### src/rtl/core/selective_hue_keep_pixel_core_assert.svh
// ----------------------------------------------------------------------------
// selective hue keep assertion macros
// shared concurrent assertion forms, clocked on clk, off during reset
// ----------------------------------------------------------------------------
`ifndef SELECTIVE_HUE_KEEP_PIXEL_CORE_ASSERT_SVH
`define SELECTIVE_HUE_KEEP_PIXEL_CORE_ASSERT_SVH

// same-cycle implication
`define SHK_ASSERT_IMP(label, ante, cons, msg) \
  label: assert property (@(posedge clk) disable iff (!rst_n) (ante) |-> (cons)) \
    else $error(msg);

// next-cycle implication
`define SHK_ASSERT_NXT(label, ante, cons, msg) \
  label: assert property (@(posedge clk) disable iff (!rst_n) (ante) |=> (cons)) \
    else $error(msg);

`endif

### src/rtl/core/shk_div_pipe.sv
// ----------------------------------------------------------------------------
// shk_div_pipe
// pipelined restoring divider, one quotient bit per stage, several lanes
// ----------------------------------------------------------------------------
`timescale 1ns / 1ps

module shk_div_pipe #(
  parameter int LANES  = 1,
  parameter int NUM_W  = 16,
  parameter int DEN_W  = 8,
  parameter int QUO_W  = 8,
  parameter int SIDE_W = 1
) (
  input  logic                              clk,
  input  logic                              rst_n,
  input  logic                              en,
  input  logic                              in_vld,
  input  logic [LANES-1:0][NUM_W-1:0]       num_i,
  input  logic [LANES-1:0][DEN_W-1:0]       den_i,
  input  logic [SIDE_W-1:0]                 side_i,
  output logic                              out_vld,
  output logic [LANES-1:0][QUO_W-1:0]       quo_o,
  output logic [SIDE_W-1:0]                 side_o
);

  // quotient must fit QUO_W bits, so the top of num is already below den
  logic [LANES-1:0][NUM_W-1:0] num_r  [QUO_W];
  logic [LANES-1:0][DEN_W-1:0] den_r  [QUO_W];
  logic [LANES-1:0][DEN_W-1:0] rem_r  [QUO_W];
  logic [LANES-1:0][QUO_W-1:0] quo_r  [QUO_W];
  logic [SIDE_W-1:0]           side_r [QUO_W];
  logic [QUO_W-1:0]            vld_r;

  for (genvar k = 0; k < QUO_W; k++) begin : g_stage
    logic [LANES-1:0][NUM_W-1:0] num_in;
    logic [LANES-1:0][DEN_W-1:0] den_in;
    logic [LANES-1:0][DEN_W-1:0] rem_in;
    logic [LANES-1:0][QUO_W-1:0] quo_in;
    logic [SIDE_W-1:0]           side_in;
    logic                        vld_in;
    logic [LANES-1:0][DEN_W:0]   trial;
    logic [LANES-1:0]            ge;
    logic [LANES-1:0][DEN_W-1:0] rem_nxt;
    logic [LANES-1:0][QUO_W-1:0] quo_nxt;

    if (k == 0) begin : g_head
      always_comb begin
        num_in  = num_i;
        den_in  = den_i;
        side_in = side_i;
        vld_in  = in_vld;
        quo_in  = '0;
        for (int l = 0; l < LANES; l++) begin
          rem_in[l] = DEN_W'(num_i[l] >> QUO_W);
        end
      end
    end else begin : g_body
      always_comb begin
        num_in  = num_r[k-1];
        den_in  = den_r[k-1];
        rem_in  = rem_r[k-1];
        quo_in  = quo_r[k-1];
        side_in = side_r[k-1];
        vld_in  = vld_r[k-1];
      end
    end

    always_comb begin
      for (int l = 0; l < LANES; l++) begin
        trial[l]   = {rem_in[l], num_in[l][QUO_W-1-k]};
        ge[l]      = trial[l] >= {1'b0, den_in[l]};
        rem_nxt[l] = ge[l] ? DEN_W'(trial[l] - {1'b0, den_in[l]}) : DEN_W'(trial[l]);
        quo_nxt[l] = {quo_in[l][QUO_W-2:0], ge[l]};
      end
    end

    always_ff @(posedge clk) begin
      if (!rst_n) begin
        vld_r[k] <= 1'b0;
      end else if (en) begin
        vld_r[k] <= vld_in;
      end
    end

    always_ff @(posedge clk) begin
      if (en) begin
        num_r[k]  <= num_in;
        den_r[k]  <= den_in;
        rem_r[k]  <= rem_nxt;
        quo_r[k]  <= quo_nxt;
        side_r[k] <= side_in;
      end
    end
  end

  assign out_vld = vld_r[QUO_W-1];
  assign quo_o   = quo_r[QUO_W-1];
  assign side_o  = side_r[QUO_W-1];

endmodule

### config.mk
export PLATFORM = sky130hd
export DESIGN_NAME = shk_div_pipe
export DESIGN_NICKNAME = d
export VERILOG_FILES = /design/src/rtl/core/selective_hue_keep_pixel_core_assert.svh /design/src/rtl/core/shk_div_pipe.sv
export SDC_FILE = /design/constraint.sdc
export NUM_CORES = 1
export LEC_CHECK = 0
export ABC_AREA = 1
export BUFFER_PORTS_ARGS = -buffer_cell sky130_fd_sc_hd__buf_2
export CAP_MARGIN = 20
export CORE_ASPECT_RATIO = 1.2
export CORE_UTILIZATION = 50
export CTS_CLUSTER_DIAMETER = 40
export DETAILED_ROUTE_END_ITERATION = 10
export PLACE_DENSITY = 0.73
export SLEW_MARGIN = 10
export SYNTH_ARGS = -nofsm -noshare
export SYNTH_HDL_FRONTEND = slang
export SYNTH_SLANG_ARGS = --single-unit
### constraint.sdc
create_clock -name clk -period 5.1 [get_ports clk]
set_clock_uncertainty 0.2 [all_clocks]
set_input_delay 0.51 -clock clk [delete_from_list [all_inputs] [get_ports clk]]
set_output_delay 0.51 -clock clk [all_outputs]
set_load 0.01 [all_outputs]
==> run metrics, run 1 <==
Via density=5.01; CP max stage delay=430 ps; setup ws final=2840 ps; Syn Inst Count=1028; number of diodes=0; Fmax=442 MHz; CTS max path bufs=2; GR Overflow Total=0; Post-CTS Hold Buffers=0; arrival time at the worst endpoint=2250 ps; H-Tree Depth=4; final setup fails=0; sequential element share of the synthesized area=56.6%; Lkg Pwr=5.23 nW; residual DRC count=0; # IOs=39; delay-heaviest family, CP=simple AND/OR/NAND/NOR gates; crit path launch type=flop; Die Y=157 um; setup tns final=0 ps; Crit-path slowest cell=ha_1; synthesized area per cell=9.77 um2; Worst slew margin=42.8%; crit path max fanout=9; Buf+Inv Stages, Crit Path=0; Pwr Density=475 mW/mm2; pin count of the biggest net entering global routing=113; Crit path required time=5090 ps; CP Capture Type=flop; multiplexer share of the synthesized area=0%; Post-Synth XOR/XNOR Area=1.83%; #FFs+latches synth=192; Synth Warn #=0; initial antenna violation count=0; Util after Layout=56.6%; Inserted Clock Buffers=17; chip width=131 um; worst slew pin tran=859 ps; # nets final=1178; CTS tree=yes; Most Frequent Cell on Critical Path=nand2_1; DR pass1 iterations=7; minimum clock period=2260 ps; max-slew violation count=0; Placer Congestion=0.890; hold crit path type=in2reg; Post-Place Setup Slack=2720 ps; Detail Placement HPWL=13600 um; compound-gate portion of the synthesized area=2.24%; routed len/inst=13.6 um; Area Overhead vs Synth=10.5%; max cap viols=0; Mapped Nets=1128; Initial Utilization=51.2%; fin crit share=44.4%; clk_lat worst skew=430 ps; Post-Synth Simple-Gate Area=22.7%; DRT Wirelength=18400 um; Placement Cell Area=0.0105 mm2; root buffer cell=clkbuf_16; outcome=finished clean; total die area=0.0207 mm2; Worst-path clk slew=70 ps; Via Count=6780; clock sinks=192; post-route cell area=0.0111 mm2; Yosys cell types=27; setup bufs post-CTS=0; share of layout cells above drive strength 1=9.17%; Critical Path, Cell by Cell=ha_1 -> nand2_1 -> nor2_1 -> nand2_1 -> nor2_1 -> nor2_2 -> nand2_4 -> nand2_1 -> nand2_1; ANT nets after route=0; count of buffers from port buffering=38; WS Path Type=reg2reg; peak supply drop=296 uV; vias in the first global route=6695; initial DRC count=381; Rows=56; Post-Synth Adder-Cell Area=9.36%; gr usage total=19.0%; Post-CTS Resized=0; largest family of logic cells by synthesized area=simple AND/OR/NAND/NOR gates; total core area=0.0196 mm2; RSZ-0062 raised after global routing=false; Pwr Total=5.27 mW; final hold vios=0; Post-Syn Area=0.0100 mm2; global-route wire length before repair=30500 um
[sequential cells by signal, indices dropped and copies added, names as in the netlist]
name and count:
den_r 56, quo_r 36, num_r 28, out_vld 1, side_r 8, rem_r 56, g_stage.vld_in 7
[layout make-up]
cell class	instances	area [um2]
fillers	1686	8520
flip-flops and latches	192	5690
multi-input cells	656	3630
inverters	172	646
clock buffers	22	507
well taps	261	327
repair buffers	39	219
clock inverters	10	82.6
[worst paths after layout]
kind	from	end	slack, ps	cells past startpoint
worst max-delay path	rem_r[0][1]	rem_r[1][7]	2840	9
worst min-delay path	num_i[0]	num_r[0][0]	50	1
worst min register to register	quo_r[1][0]	quo_r[1][9]	210	0
worst max register to register	rem_r[0][1]	rem_r[1][7]	2840	9
[cell usage after synthesis, drive strengths merged]
library cell | instances | area, um2
nand2 | 331 | 1350
edfxtp | 184 | 5530
inv | 170 | 638
nand3 | 100 | 505
ha | 64 | 801
nor2 | 63 | 262
a21oi | 33 | 180
nand4 | 16 | 100
xor2 | 14 | 123
o21ai | 9 | 45.0
buf | 8 | 82.6
dfxtp | 8 | 160
nor3 | 8 | 40.0
fa | 7 | 140
xnor2 | 7 | 61.3
clkinv | 2 | 7.51
nand3b | 2 | 15.0
and2 | 1 | 6.26
or2 | 1 | 6.26
[metal layers]
layer	share of wire [%]	vias up	routed length [um]	global-route usage, %
met1	39	3163	7080	18.6
met4	2.9	0	538	9.69
met5	0	-	0	0
met2	56	110	10300	37.8
met3	2.3	36	420	3.45
li1	-	3471	-	-
[power by group]
group          total, mW  internal, mW  switching [mW]  leakage [nW]
logic               1.72         0.624            1.10          3.06
registers           2.24          2.10           0.136          1.87
clock network       1.31         0.721           0.589         0.296
[cell families (layout without fill, tap and decap cells)]
group,after synthesis,after routing
buffers and inverters,180,243
AO/OA/AOI/OAI,42,42
XOR/XNOR,21,21
AND/OR/NAND/NOR,522,522
adder cells (fa/ha/maj),71,71
flip-flops,192,192
[through the flow]
step,hold WS [ps],instances
after global placement,201,1320
final,47.5,1352
after global routing,23.0,1352
after CTS,35.4,1352
after floorplan,200,1028
after detailed placement,205,1320
[cell usage in the layout (no fill, tap or decap), drive strengths merged]
master	n
dfxtp	8
ha	64
nor3	8
o21ai	9
nand3	100
xnor2	7
nand2	331
buf	38
a21oi	33
inv	176
nand3b	2
nor2	63
fa	7
or2	1
edfxtp	184
nand4	16
clkbuf	23
and2	1
xor2	14
clkinv	6
(Power assumes the default switching activity.)
==> inputs of run 2 (changes only) <==
- clock period: 5.1 -> 2.15 ns (I/O delays scaled with it)
==> run metrics, run 2 (same netlist as run 1, synthesis figures left out) <==
routed wl met2=10400 um (+0.96%); CTS tree=yes; commonest cells after routing, fill and taps aside=nand2_1 (305), edfxtp_1 (184), inv_1 (170); reg2reg setup slack=80 ps (-2750 ps); Pwr Total=12.8 mW (+140%); Post-Place Setup Slack=20.2 ps (-2700 ps); clk_lat worst skew=430 ps (about the same); gr usage total=18.6% (-0.35 points); Min-Delay Path Depth=5 (+4); reg2reg start=rem_r[3][4]; routed len/inst=13.5 um (-0.61%); worst slew pin tran=618 ps (-240 ps); CP Capture Type=flop; post-route cell area=0.0118 mm2 (+6.6%); Area Overhead vs Synth=17.7%; crit path max fanout=6 (-3); # IOs=39 (unchanged); pin count of the biggest net entering global routing=74 (-35%); total core area=0.0196 mm2 (unchanged); # placed instances=1341 (+1.6%); outcome=finished clean; root buffer cell=clkbuf_16; final hold vios=0 (unchanged); crit path launch type=flop; fin crit share=96.2% (+52 points); Final Non-Filler Cells=1414 (+4.6%); Fmax=483 MHz (+9.5%); global-route wire length before repair=30300 um (-0.52%); # nets final=1240 (+5.3%); Reg2Reg Depth=9 (unchanged); Pwr Density=1080 mW/mm2 (+130%); Worst-path clk slew=70 ps (about the same); ANT nets after route=0 (unchanged); Crit path required time=2100 ps (-2990 ps); arrival time at the worst endpoint=2020 ps (-230 ps); clock sinks=192 (unchanged); WS Path Type=reg2reg; Detail Placement HPWL=13700 um (+0.45%); final setup fails=0 (unchanged); number of diodes=0 (unchanged); GR Overflow Total=0 (unchanged); vias in the first global route=6744 (+0.73%); chip width=131 um (unchanged); Highest Signal Layer=met4; Placement Cell Area=0.0107 mm2 (+2.0%); total die area=0.0207 mm2 (unchanged); CTS max path bufs=2 (unchanged); DR pass1 iterations=5 (-2); residual DRC count=0 (unchanged); max cap viols=0 (unchanged); minimum clock period=2070 ps (-196 ps); Worst R2R End=rem_r[4][3]; Post-Route M1 WL=7750 um (+9.4%); share of layout cells above drive strength 1=14.1% (+5.0 points); Lkg Pwr=5.52 nW (+5.5%); routed wire length on met3=483 um (+15%); Initial Utilization=51.2% (unchanged); commonest non-fill, non-tap cell in the layout=nand2_1; hold crit path type=in2reg; Via density=4.99 (-0.51%); peak supply drop=634 uV (+110%); max-slew violation count=0 (unchanged); largest registers=den_r x56, rem_r x56, quo_r x36; hold_sp=num_i[15]; setup ws final=81.4 ps (-2750 ps); Via Count=7055 (+4.1%); Worst Hold End=rem_r[0][6]; FILL cells=1606 (-4.7%); Worst slew margin=58.8% (+16 points); Placer Congestion=0.883 (-0.82%); DRT Wirelength=19100 um (+3.9%); count of buffers from port buffering=38 (unchanged); setup tns final=0 ps (unchanged); Rows=56 (unchanged); initial DRC count=429 (+13%); Die Y=157 um (unchanged); initial antenna violation count=0 (unchanged); H-Tree Depth=4 (unchanged); Inserted Clock Buffers=17 (unchanged)
-- run 2: cell types whose count changed in the layout (fill, tap and decap cells not counted), moves of 4 or more --
cell           delta
nand2_2           +7
buf_4            +28
buf_12            +4
nor3_2            +4
ha_2              +7
ha_4              +8
nand2_1           -7
ha_1             -15
dlygate4sd3_1    +27
nor3_1            -4
-- run 2: final cells by class --
class,instances,area (um2),area share (%)
Inverter,172,646,5.46
Timing Repair Buffer,98,779,6.59
Clock inverter,11,104,0.878
Clock buffer,21,440,3.72
Tap cell,261,327,2.76
Sequential cell,192,5690,48.1
Multi-Input combinational cell,659,3850,32.5
-- run 2: timing repair --
action,CTS,global route
hold buffers,27,0
buffers inserted,0,11
resized for setup,0,39
endpoints found under the setup margin,0,57
hold endpoints to repair,32,0
-- run 2: worst max-delay path by stage --
stage | from | to | slack [ps] | depth (start not counted)
4_1_cts | rem_r[1][2] | rem_r[2][4] | 2 | 9
2_1_floorplan | rem_r[1][1] | rem_r[2][7] | 220 | 10
3_3_place_gp | rem_r[4][5] | rem_r[5][5] | 40 | 8
5_1_grt | den_r[0][6] | rem_r[1][7] | -20 | 10
6_report | rem_r[3][4] | rem_r[4][3] | 80 | 9
3_5_place_dp | rem_r[4][5] | rem_r[5][3] | 20 | 8
-- run 2: power breakdown --
group,internal (mW),switching (mW),total (mW)
logic,1.80,2.74,4.54
clock network,1.61,1.34,2.96
registers,4.98,0.354,5.33
-- run 2: critical path, cell delays in order (launching register included) --
cell and delay, ps:
edfxtp_1 410, ha_1 420, nand2_1 80, nor2_1 80, nand2_1 60, nor2_2 150
nor2_4 80, buf_4 150, nand3_1 70, nand2_1 100
-- run 2: stage by stage --
step | util [%] | hold WS, ps
floorplan | - | 114
global placement | 54.6 | 193
detailed placement | 54.6 | 193
CTS | 58.8 | 97.8
global route | 60.3 | 98.2
finish | 60.3 | 87.8
-- run 2: routing by layer --
layer  global-route usage (%)  vias to the layer above
li1                         -                     3596
met1                     19.8                     3284
met2                     36.0                      142
met3                     3.19                       33
met4                     7.97                        0
met5                        0                        -
